===== src/design/mccm_pkg.sv =====
package mccm_pkg;

    // fixed field widths
    localparam int VOLT_W     = 24;
    localparam int DIFF_W     = VOLT_W + 1;
    localparam int CUR_W      = 32;
    localparam int CFG_W      = 23;
    localparam int ACC_W      = 16;
    localparam int CFG_ADDR_W = 3;

    // decoupling queue between front and back
    localparam int QUEUE_DEPTH = 2;

    // vds / 100 as multiply by reciprocal, exact for |vds| < 2^24
    localparam int DIV100_MUL_W = 25;
    localparam int DIV100_MUL   = 21474837;
    localparam int DIV100_SHIFT = 31;

    typedef enum logic [CFG_ADDR_W-1:0] {
        CFG_P_CHANNEL   = 3'd0,
        CFG_GATE_OFFSET = 3'd1,
        CFG_INV_RESIST  = 3'd2,
        CFG_INV_K_RDSON = 3'd3,
        CFG_ACCURACY    = 3'd4
    } t_cfg_addr;

    typedef struct packed {
        logic             p_channel;
        logic [CFG_W-1:0] gate_offset;
        logic [CFG_W-1:0] inv_resist;
        logic [CFG_W-1:0] inv_k_rdson;
        logic [ACC_W-1:0] accuracy;
    } t_cfg;

    localparam t_cfg CFG_RESET = '{
        p_channel:   1'b0,
        gate_offset: 23'd147456,
        inv_resist:  23'd65536,
        inv_k_rdson: 23'd9362,
        accuracy:    16'd66
    };

    // classified request handed from front to back
    typedef struct packed {
        logic signed [DIFF_W-1:0] vds;
        logic [VOLT_W-1:0]        ov;
        logic signed [DIFF_W-1:0] vc;
    } t_item;

endpackage


===== src/design/mccm_front.sv =====
module mccm_front import mccm_pkg::*; (
    input  logic                     i_clk,
    input  logic                     i_rst_n,
    input  t_cfg                     i_cfg,
    input  logic                     i_push,
    output logic                     o_full,
    input  logic signed [VOLT_W-1:0] i_drain_volt,
    input  logic signed [VOLT_W-1:0] i_source_volt,
    input  logic signed [VOLT_W-1:0] i_gate_volt,
    input  logic                     i_q_full,
    output logic                     o_q_push,
    output t_item                    o_q_item
);

    logic                     r_fv;
    logic signed [DIFF_W-1:0] r_vgs;
    logic signed [DIFF_W-1:0] r_vds;
    logic                     w_take;
    logic signed [DIFF_W:0]   w_ov_raw;
    logic [VOLT_W-1:0]        w_ov;

    assign w_take   = !r_fv || !i_q_full;
    assign o_full   = !w_take;
    assign o_q_push = r_fv && !i_q_full;

    always_ff @(posedge i_clk) begin
        if (!i_rst_n) begin
            r_fv <= 1'b0;
        end else if (w_take) begin
            r_fv <= i_push;
        end
    end

    // polarity swap of the differences
    always_ff @(posedge i_clk) begin
        if (w_take && i_push) begin
            if (i_cfg.p_channel) begin
                r_vgs <= DIFF_W'(i_source_volt) - DIFF_W'(i_gate_volt);
                r_vds <= DIFF_W'(i_source_volt) - DIFF_W'(i_drain_volt);
            end else begin
                r_vgs <= DIFF_W'(i_gate_volt) - DIFF_W'(i_source_volt);
                r_vds <= DIFF_W'(i_drain_volt) - DIFF_W'(i_source_volt);
            end
        end
    end

    // overdrive clamped at zero, vds clamped to overdrive
    always_comb begin
        w_ov_raw = (DIFF_W+1)'(r_vgs)
                 - $signed({{(DIFF_W+1-CFG_W){1'b0}}, i_cfg.gate_offset});
        w_ov     = (w_ov_raw < 0) ? '0 : w_ov_raw[VOLT_W-1:0];
        o_q_item.vds = r_vds;
        o_q_item.ov  = w_ov;
        o_q_item.vc  = (r_vds > $signed({1'b0, w_ov})) ? $signed({1'b0, w_ov}) : r_vds;
    end

endmodule


===== src/design/mccm_queue.sv =====
module mccm_queue import mccm_pkg::*; (
    input  logic  i_clk,
    input  logic  i_rst_n,
    input  logic  i_push,
    input  t_item i_item,
    output logic  o_full,
    input  logic  i_pop,
    output t_item o_item,
    output logic  o_empty
);

    localparam int PTR_W = (QUEUE_DEPTH > 1) ? $clog2(QUEUE_DEPTH) : 1;
    localparam int CNT_W = $clog2(QUEUE_DEPTH + 1);

    t_item            r_mem [QUEUE_DEPTH];
    logic [PTR_W-1:0] r_wptr;
    logic [PTR_W-1:0] r_rptr;
    logic [CNT_W-1:0] r_count;
    logic [PTR_W-1:0] n_wptr;
    logic [PTR_W-1:0] n_rptr;

    assign o_full  = (r_count == CNT_W'(QUEUE_DEPTH));
    assign o_empty = (r_count == '0);
    assign o_item  = r_mem[r_rptr];

    assign n_wptr = (r_wptr == PTR_W'(QUEUE_DEPTH - 1)) ? '0 : r_wptr + 1'b1;
    assign n_rptr = (r_rptr == PTR_W'(QUEUE_DEPTH - 1)) ? '0 : r_rptr + 1'b1;

    always_ff @(posedge i_clk) begin
        if (!i_rst_n) begin
            r_wptr  <= '0;
            r_rptr  <= '0;
            r_count <= '0;
        end else begin
            if (i_push) begin
                r_wptr <= n_wptr;
            end
            if (i_pop) begin
                r_rptr <= n_rptr;
            end
            if (i_push && !i_pop) begin
                r_count <= r_count + 1'b1;
            end else if (i_pop && !i_push) begin
                r_count <= r_count - 1'b1;
            end
        end
    end

    always_ff @(posedge i_clk) begin
        if (i_push) begin
            r_mem[r_wptr] <= i_item;
        end
    end

endmodule


===== src/design/mccm_back.sv =====
module mccm_back import mccm_pkg::*; #(
    parameter int FRAC_BITS = 16
) (
    input  logic                    i_clk,
    input  logic                    i_rst_n,
    input  t_cfg                    i_cfg,
    input  logic                    i_q_empty,
    input  t_item                   i_q_item,
    output logic                    o_q_pop,
    input  logic                    i_pop,
    output logic                    o_empty,
    output logic signed [CUR_W-1:0] o_drain_current
);

    localparam int MA_W   = 32;
    localparam int MB_W   = 27;
    localparam int PROD_W = MA_W + MB_W;
    localparam int SPLIT  = 24;
    localparam int TERM_W = 2 * DIFF_W - FRAC_BITS;
    localparam int SAT_W  = ((FRAC_BITS > 18) ? FRAC_BITS : 18) + 2;
    localparam int XP_W   = TERM_W + SAT_W;
    localparam int X_W    = XP_W - FRAC_BITS;
    localparam int PP_W   = X_W + CFG_W + 1;
    localparam int PC_W   = (PP_W > 64) ? PP_W : 64;
    localparam int MC_W   = DIFF_W + CFG_W + 1 - FRAC_BITS;
    localparam int Q_W    = (DIFF_W - 1) + DIV100_MUL_W - DIV100_SHIFT;

    localparam logic signed [SAT_W-1:0] SAT_ONE  = SAT_W'(1) << FRAC_BITS;
    localparam logic signed [PC_W-1:0]  P_LIM    = {{(PC_W-63){1'b0}}, 1'b1, 62'b0};
    localparam logic signed [PC_W-1:0]  CUR_OVER = {{(PC_W-32){1'b0}}, 1'b1, 31'b0};
    localparam logic signed [PC_W-1:0]  CUR_MAX  = {{(PC_W-31){1'b0}}, {31{1'b1}}};
    localparam logic signed [PC_W-1:0]  CUR_MIN  = {{(PC_W-31){1'b1}}, 31'b0};

    typedef enum logic [13:0] {
        S_IDLE = 14'b00000000000001,
        S_M1   = 14'b00000000000010,
        S_M2   = 14'b00000000000100,
        S_M3   = 14'b00000000001000,
        S_M4   = 14'b00000000010000,
        S_M5   = 14'b00000000100000,
        S_M6   = 14'b00000001000000,
        S_X    = 14'b00000010000000,
        S_M7   = 14'b00000100000000,
        S_M8   = 14'b00001000000000,
        S_P    = 14'b00010000000000,
        S_CUR  = 14'b00100000000000,
        S_SAT  = 14'b01000000000000,
        S_CHK  = 14'b10000000000000
    } t_state;

    t_state                   r_state;
    t_state                   n_state;
    logic signed [DIFF_W-1:0] r_vds;
    logic [VOLT_W-1:0]        r_ov;
    logic signed [DIFF_W-1:0] r_vc;
    logic signed [PROD_W-1:0] r_prod;
    logic signed [PROD_W-1:0] r_acc;
    logic signed [TERM_W-1:0] r_term;
    logic signed [SAT_W-1:0]  r_sat;
    logic signed [MC_W-1:0]   r_mc;
    logic signed [X_W-1:0]    r_x;
    logic signed [PC_W-1:0]   r_p;
    logic signed [PC_W-1:0]   r_cur;
    logic signed [CUR_W-1:0]  r_c32;
    logic signed [CUR_W-1:0]  r_last;
    logic signed [CUR_W-1:0]  r_out;
    logic                     r_out_v;

    logic signed [MA_W-1:0]   w_a;
    logic signed [MB_W-1:0]   w_b;
    logic signed [PROD_W-1:0] w_prod;
    logic signed [DIFF_W-1:0] w_abs_vds;
    logic signed [PROD_W-1:0] w_term_raw;
    logic signed [SAT_W-1:0]  w_q;
    logic signed [XP_W-1:0]   w_xs;
    logic signed [PC_W-1:0]   w_ds;
    logic signed [PC_W-1:0]   w_d;
    logic signed [PC_W-1:0]   w_pol;
    logic signed [PC_W-1:0]   n_cur;
    logic signed [CUR_W-1:0]  n_c32;
    logic signed [CUR_W:0]    w_diff;
    logic signed [CUR_W:0]    w_acc;
    logic                     w_small;
    logic                     w_out_free;
    logic                     w_emit;

    assign o_q_pop         = (r_state == S_IDLE) && !i_q_empty;
    assign o_empty         = !r_out_v;
    assign o_drain_current = r_out;

    assign w_abs_vds = (r_vds < 0) ? -r_vds : r_vds;

    // shared multiplier, operands picked by sequencer step
    always_comb begin
        w_a = '0;
        w_b = '0;
        unique case (r_state)
            S_M1: begin
                w_a = MA_W'($signed({1'b0, r_ov}));
                w_b = MB_W'(r_vc);
            end
            S_M2: begin
                w_a = MA_W'(r_vc);
                w_b = MB_W'(r_vc);
            end
            S_M3: begin
                w_a = MA_W'(w_abs_vds);
                w_b = MB_W'($signed({1'b0, DIV100_MUL_W'(DIV100_MUL)}));
            end
            S_M4: begin
                w_a = MA_W'(r_vds);
                w_b = MB_W'($signed({1'b0, i_cfg.inv_resist}));
            end
            S_M5: begin
                w_a = MA_W'($signed({1'b0, r_term[SPLIT-1:0]}));
                w_b = MB_W'(r_sat);
            end
            S_M6: begin
                w_a = MA_W'($signed(r_term[TERM_W-1:SPLIT]));
                w_b = MB_W'(r_sat);
            end
            S_M7: begin
                w_a = MA_W'($signed({1'b0, r_x[SPLIT-1:0]}));
                w_b = MB_W'($signed({1'b0, i_cfg.inv_k_rdson}));
            end
            S_M8: begin
                w_a = MA_W'($signed(r_x[X_W-1:SPLIT]));
                w_b = MB_W'($signed({1'b0, i_cfg.inv_k_rdson}));
            end
            default: begin
                w_a = '0;
                w_b = '0;
            end
        endcase
    end

    assign w_prod = w_a * w_b;

    // step arithmetic on the registered product, then polarity, change filter and output slot test
    always_comb begin
        w_term_raw = r_acc - (r_prod >>> 1);
        w_q        = SAT_W'($signed({1'b0, r_prod[DIV100_SHIFT+Q_W-1:DIV100_SHIFT]}));
        w_xs       = (XP_W'(r_prod) <<< SPLIT) + XP_W'(r_acc);
        w_ds       = r_p >>> FRAC_BITS;
        w_d        = PC_W'(r_mc) - w_ds;
        w_pol      = i_cfg.p_channel ? -r_cur : r_cur;
        w_diff     = (CUR_W+1)'(r_c32) - (CUR_W+1)'(r_last);
        w_acc      = $signed({{(CUR_W+1-ACC_W){1'b0}}, i_cfg.accuracy});
        w_small    = (w_diff < w_acc) && (w_diff > -w_acc);
        w_out_free = !r_out_v || i_pop;
        w_emit     = (r_state == S_CHK) && !w_small && w_out_free;
    end

    // huge square-law term takes the current to zero or to saturation, else the difference is floored at zero
    always_comb begin
        priority if (r_p > P_LIM) begin
            n_cur = '0;
        end else if (r_p < -P_LIM) begin
            n_cur = CUR_OVER;
        end else if (w_d < 0) begin
            n_cur = '0;
        end else begin
            n_cur = w_d;
        end
    end

    always_comb begin
        priority if (w_pol > CUR_MAX) begin
            n_c32 = CUR_MAX[CUR_W-1:0];
        end else if (w_pol < CUR_MIN) begin
            n_c32 = CUR_MIN[CUR_W-1:0];
        end else begin
            n_c32 = w_pol[CUR_W-1:0];
        end
    end

    always_comb begin
        n_state = r_state;
        unique case (r_state)
            S_IDLE:  n_state = i_q_empty ? S_IDLE : S_M1;
            S_M1:    n_state = S_M2;
            S_M2:    n_state = S_M3;
            S_M3:    n_state = S_M4;
            S_M4:    n_state = S_M5;
            S_M5:    n_state = S_M6;
            S_M6:    n_state = S_X;
            S_X:     n_state = S_M7;
            S_M7:    n_state = S_M8;
            S_M8:    n_state = S_P;
            S_P:     n_state = S_CUR;
            S_CUR:   n_state = S_SAT;
            S_SAT:   n_state = S_CHK;
            S_CHK:   n_state = (w_small || w_out_free) ? S_IDLE : S_CHK;
            default: n_state = S_IDLE;
        endcase
    end

    always_ff @(posedge i_clk) begin
        if (!i_rst_n) begin
            r_state <= S_IDLE;
            r_out_v <= 1'b0;
            r_last  <= '0;
        end else begin
            r_state <= n_state;
            if (w_emit) begin
                r_out_v <= 1'b1;
                r_last  <= r_c32;
            end else if (i_pop) begin
                r_out_v <= 1'b0;
            end
        end
    end

    always_ff @(posedge i_clk) begin
        r_prod <= w_prod;
        if (o_q_pop) begin
            r_vds <= i_q_item.vds;
            r_ov  <= i_q_item.ov;
            r_vc  <= i_q_item.vc;
        end
        if (r_state == S_M2 || r_state == S_M6 || r_state == S_M8) begin
            r_acc <= r_prod;
        end
        if (r_state == S_M3) begin
            r_term <= TERM_W'(w_term_raw >>> FRAC_BITS);
        end
        if (r_state == S_M4) begin
            r_sat <= SAT_ONE + ((r_vds < 0) ? -w_q : w_q);
        end
        if (r_state == S_M5) begin
            r_mc <= MC_W'(r_prod >>> FRAC_BITS);
        end
        if (r_state == S_X) begin
            r_x <= X_W'(w_xs >>> FRAC_BITS);
        end
        if (r_state == S_P) begin
            r_p <= (PC_W'(r_prod) <<< SPLIT) + PC_W'(r_acc);
        end
        if (r_state == S_CUR) begin
            r_cur <= n_cur;
        end
        if (r_state == S_SAT) begin
            r_c32 <= n_c32;
        end
        if (w_emit) begin
            r_out <= r_c32;
        end
    end

endmodule


===== src/design/mosfet_channel_current_model_top.sv =====
// path: a request passes the front register, the queue and the back-end sequencer into the output register
// throughput: the back end takes one request at a time, its sequencer running
//   eight products through a single shared multiplier
// front stage and a two-entry queue take up to three requests while the back end is busy
// reset: synchronous active-low; empties front, queue and output, clears the
//   last emitted current to zero and loads the register defaults
module mosfet_channel_current_model_top import mccm_pkg::*; #(
    parameter int FRAC_BITS = 16
) (
    input  logic                     i_clk,
    input  logic                     i_rst_n,
    // configuration write port
    input  logic                     i_cfg_we,
    input  logic [CFG_ADDR_W-1:0]    i_cfg_addr,
    input  logic [CFG_W-1:0]         i_cfg_wdata,
    // request side
    input  logic                     i_push,
    output logic                     o_full,
    input  logic signed [VOLT_W-1:0] i_drain_volt,
    input  logic signed [VOLT_W-1:0] i_source_volt,
    input  logic signed [VOLT_W-1:0] i_gate_volt,
    // result side
    output logic                     o_empty,
    input  logic                     i_pop,
    output logic signed [CUR_W-1:0]  o_drain_current
);

    t_cfg  r_cfg;
    logic  w_q_push;
    logic  w_q_full;
    logic  w_q_pop;
    logic  w_q_empty;
    t_item w_q_in;
    t_item w_q_out;

    // configuration registers, unknown indexes are dropped
    always_ff @(posedge i_clk) begin
        if (!i_rst_n) begin
            r_cfg <= CFG_RESET;
        end else if (i_cfg_we) begin
            unique case (t_cfg_addr'(i_cfg_addr))
                CFG_P_CHANNEL:   r_cfg.p_channel   <= i_cfg_wdata[0];
                CFG_GATE_OFFSET: r_cfg.gate_offset <= i_cfg_wdata;
                CFG_INV_RESIST:  r_cfg.inv_resist  <= i_cfg_wdata;
                CFG_INV_K_RDSON: r_cfg.inv_k_rdson <= i_cfg_wdata;
                CFG_ACCURACY:    r_cfg.accuracy    <= i_cfg_wdata[ACC_W-1:0];
                default: begin
                end
            endcase
        end
    end

    // front: takes the request, forms vgs/vds, overdrive and clamped vds
    mccm_front u_front (
        .i_clk         (i_clk),
        .i_rst_n       (i_rst_n),
        .i_cfg         (r_cfg),
        .i_push        (i_push),
        .o_full        (o_full),
        .i_drain_volt  (i_drain_volt),
        .i_source_volt (i_source_volt),
        .i_gate_volt   (i_gate_volt),
        .i_q_full      (w_q_full),
        .o_q_push      (w_q_push),
        .o_q_item      (w_q_in)
    );

    // short queue so the front keeps taking requests while the back end works
    mccm_queue u_queue (
        .i_clk   (i_clk),
        .i_rst_n (i_rst_n),
        .i_push  (w_q_push),
        .i_item  (w_q_in),
        .o_full  (w_q_full),
        .i_pop   (w_q_pop),
        .o_item  (w_q_out),
        .o_empty (w_q_empty)
    );

    // back: square-law current, clamps, saturation, change filter, output slot
    mccm_back #(
        .FRAC_BITS (FRAC_BITS)
    ) u_back (
        .i_clk           (i_clk),
        .i_rst_n         (i_rst_n),
        .i_cfg           (r_cfg),
        .i_q_empty       (w_q_empty),
        .i_q_item        (w_q_out),
        .o_q_pop         (w_q_pop),
        .i_pop           (i_pop),
        .o_empty         (o_empty),
        .o_drain_current (o_drain_current)
    );

`ifndef SYNTH
    a_no_queue_overrun: assert property (@(posedge i_clk) disable iff (!i_rst_n)
        w_q_push && !w_q_pop |-> !w_q_full)
        else $error("front pushed into a full queue");

    a_no_queue_underrun: assert property (@(posedge i_clk) disable iff (!i_rst_n)
        w_q_pop |-> !w_q_empty)
        else $error("back end popped an empty queue");

    a_reset_clears: assert property (@(posedge i_clk)
        !i_rst_n |=> o_empty && !o_full)
        else $error("reset left a request or result behind");
`endif

endmodule


===== config.mk =====
export PLATFORM = sky130hd
export DESIGN_NAME = mosfet_channel_current_model_top
export DESIGN_NICKNAME = d
export VERILOG_FILES = /design/src/design/mccm_pkg.sv /design/src/design/mccm_front.sv /design/src/design/mccm_queue.sv /design/src/design/mccm_back.sv /design/src/design/mosfet_channel_current_model_top.sv
export SDC_FILE = /design/constraint.sdc
export NUM_CORES = 2
export LEC_CHECK = 0
export ABC_AREA = 1
export BUFFER_PORTS_ARGS = -buffer_cell sky130_fd_sc_hd__clkbuf_2
export CAP_MARGIN = 20
export CORE_MARGIN = 1.5
export CORE_UTILIZATION = 50
export DETAILED_ROUTE_END_ITERATION = 12
export GPL_ROUTABILITY_DRIVEN = 0
export PLACE_DENSITY = 0.66
export SETUP_SLACK_MARGIN = 0.3
export SYNTH_ARGS = -nofsm -noshare
export SYNTH_HDL_FRONTEND = slang
export SYNTH_SLANG_ARGS = --single-unit

===== constraint.sdc =====
create_clock -name i_clk -period 8.9 [get_ports i_clk]
set_input_delay 1.335 -clock i_clk [delete_from_list [all_inputs] [get_ports i_clk]]
set_output_delay 1.335 -clock i_clk [all_outputs]
set_load 0.005 [all_outputs]

==> flow_summary.json <==
{
  "tightest_slew_ns": 1.104,
  "post_drt_wl_per_cell_um": 21.78,
  "cp-start-kind": "register",
  "numCtsBuffers": 89,
  "synth_mux_area_share_pct": 0.07858,
  "timing.rr.end": "u_back.r_prod[51]",
  "worst_hold_slack_ns": 0.4043,
  "yosysWarnings": 0,
  "reg2reg_from": "u_back.r_vds[0]",
  "setup_violations": 0,
  "fin_setup_tns_ns": 0,
  "yosysUniqueCellTypes": 76,
  "crit_path_end_kind": "register",
  "fmax_mhz": 118.7,
  "path_clk_slew_ns": 0.07,
  "irDropWorstVdd_mv": 0.1570,
  "syn_area_per_cell_um2": 8.404,
  "synth_edf_count": 633,
  "areaGrowthSynthToFinish_pct": 12.93,
  "wl_um": 252900,
  "viasPerCell": 5.611,
  "crit_required_ns": 9.48,
  "ys_async_sr_fraction_pct": 0,
  "cts.path.max_buffers": 3,
  "crit_slowest_cell": "fa_1",
  "hold_viol": 0,
  "min_path_cells": 0,
  "min_period_over_period_pct": 94.67,
  "coreArea_mm2": 0.1519,
  "pin_count": 137,
  "cts_tree": "built",
  "clkLatencyLatePin_ns": 0.75,
  "maxSlewViolCount": 0,
  "ys.flop_type": "edfxtp_1",
  "route.detailed.drc": 0,
  "max_cap_violations": 0,
  "worstSetupEndpoint": "u_back.r_prod[51]",
  "crit_top_cell": "fa_1",
  "synthCells": 9094,
  "place_ws_ns": -0.2758,
  "synth_top_family_by_area": "adder cells",
  "rsz0062_at_grt": "true",
  "power_density_mw_per_mm2": 133.3,
  "crit_fanout": 9,
  "cp_data_arrival_time_ns": 9.00,
  "ys_ff_latch": 830,
  "fillers": 13496,
  "p_leak_uw": 0.04082,
  "die_area_mm2": 0.1552,
  "vias": 65169,
  "grt_pass1_vias": 63544,
  "syn_area_mm2": 0.07643,
  "drive_gt1_share_pct": 11.41,
  "firstDrtPassIters": 6,
  "hpwlAfterDp_um": 204400,
  "grt_first_pass_wirelength_um": 378500,
  "cts_hold_buf": 0,
  "synth_compound_area_share_pct": 10.01,
  "root_buffer": "clkbuf_16",
  "numClockSinks": 830,
  "nNetsFinal": 10869,
  "chipHeight_um": 394.0,
  "cpPeakStageDelay_ns": 0.55,
  "initial_core_util_pct": 50.31,
  "min_path_type": "reg -> reg",
  "crit_type": "reg -> reg",
  "dpl.cell_count": 11347,
  "yosys.area_share.simple_pct": 17.04,
  "ys_seq_area_share_pct": 30.03,
  "synthAdderAreaFrac_pct": 28.03,
  "mostFrequentLayoutCells": "1926 x inv_1, 1775 x nand2_1, 830 x nor2_1",
  "track_usage_pct": 32.21,
  "fp.dieW_um": 394.0,
  "htree_num_levels": 3,
  "final_cells": 11614,
  "synth_fp_nets": 10464,
  "antenna_found_initial": 17,
  "drt_iter0_drc": 6782,
  "outcome": "completed",
  "crit_start": "u_back.r_vds[0]",
  "finalCriticalPeriod_ns": 8.426,
  "postLayoutSetupSlackWorst_ns": 0.4741,
  "max_slew_margin_pct": 26.04,
  "grt_max_degree": 76,
  "synth_xor_area_share_pct": 3.459,
  "row_count": 143,
  "ff2ff_path_depth": 36,
  "port-buffer-count": 136,
  "ant_nets": 0,
  "total_power_uw": 11510,
  "finalClockSkew_ns": 0.05872,
  "grt-ovfl-total": 0,
  "final_common_cell": "inv_1",
  "rrSetupSlack_ns": 0.47
}
[worst min path at each step]
| stage | end | slack (ns) | startpoint |
|---|---|---|---|
| final | u_back.r_acc[56] | 0.40 | u_back.r_prod[56] |
| after global routing | u_back.r_acc[56] | 0.41 | u_back.r_prod[56] |
| after CTS | u_back.r_acc[56] | 0.41 | u_back.r_prod[56] |
| after detailed placement | u_back.r_acc[56] | 0.39 | u_back.r_prod[56] |
| after global placement | u_back.r_acc[54] | 0.39 | u_back.r_prod[54] |
| after floorplan | u_back.r_acc[51] | 0.39 | u_back.r_prod[51] |
[cell type report]
cell class                      count  area, um2  share of cell area (%)
Sequential cell                   830      22960                   26.60
Inverter                         2007       7596                   8.801
Multi-Input combinational cell   6030      46100                   53.42
Tap cell                         2030       2540                   2.943
Clock inverter                     55      561.8                  0.6509
Timing Repair Buffer              541       4140                   4.797
Clock buffer                      111       2382                   2.760
Antenna cell                       10      25.02                 0.02899
[critical path: cells and delay by family (launching register included)]
kind	cells	cell delay (ns)
XOR/XNOR	1	0.13
AO/OA/AOI/OAI	5	0.97
AND/OR/NAND/NOR	13	1.63
adder cells (fa/ha/maj)	9	4.24
buffers and inverters	8	0.85
flip-flops	1	0.44
[registers in the layout (all words and copies together) (netlist names)]
| signal | count |
|---|---|
| u_back.o_drain_current | 32 |
| u_queue.r_mem | 148 |
| u_back.r_mc | 33 |
| u_back.r_out_v | 1 |
| u_queue.r_rptr | 1 |
| u_back.r_term | 34 |
| u_back.r_p | 64 |
| u_back.r_x | 38 |
| u_back.r_acc | 59 |
| u_back.r_ov | 24 |
| u_back.r_prod | 59 |
| u_back.r_vc | 25 |
| u_front.r_vds | 25 |
| u_queue.r_count | 2 |
| u_back.r_c32 | 32 |
| u_front.r_fv | 1 |
| u_back.r_cur | 49 |
| u_front.r_vgs | 25 |
| r_cfg | 86 |
| u_back.r_state | 14 |
| u_back.r_sat | 20 |
| u_back.r_vds | 25 |
| u_queue.r_wptr | 1 |
| u_back.r_last | 32 |
[synthesized netlist by cell type (101+ instances only)]
master       n  area [um2]
buf_2      101       505.5
nor2_1     879        3299
o21ai_0    356        1782
a21oi_1    495        2477
dfxtp_1    197        3944
inv_1     1964        7372
nand3_1    189       945.9
ha_1       525        6569
xor2_1     208        1822
edfxtp_1   633       19010
nand2_1   1798        6749
fa_1       742       14850
[kinds of logic (layout without fill, tap and decap cells)]
kind of cell,after synthesis,after routing
other,1,11
multiplexers,6,6
AND/OR/NAND/NOR,3183,3183
adder cells (fa/ha/maj),1267,1267
flip-flops,830,830
XOR/XNOR,301,301
buffers and inverters,2234,2714
AO/OA/AOI/OAI,1272,1272
[routing by layer]
metal | share of wire [%] | global-route usage (%)
met5 | 0.034 | 0
met4 | 7.7 | 21.08
met3 | 10 | 8.189
met2 | 44 | 48.95
met1 | 38 | 40.77
[repair_timing]
item / CTS / global route
endpoints found under the setup margin: 23 / 35
pin swaps: 5 / 111
buffers inserted: 17 / 72
resized for setup: 40 / 344
[power by group]
group | switching (uW) | internal (uW) | total, uW
logic | 1890 | 813 | 2700
clock network | 1660 | 2100 | 3760
registers | 342 | 4700 | 5040
[per-stage QoR]
stage	instance area, um2	util (%)
after global placement	81110	53.40
after global routing	86280	56.80
after floorplan	76430	-
final	86310	56.82
after detailed placement	81110	53.40
after CTS	84350	55.53
Power figures use the tool's default switching activity.
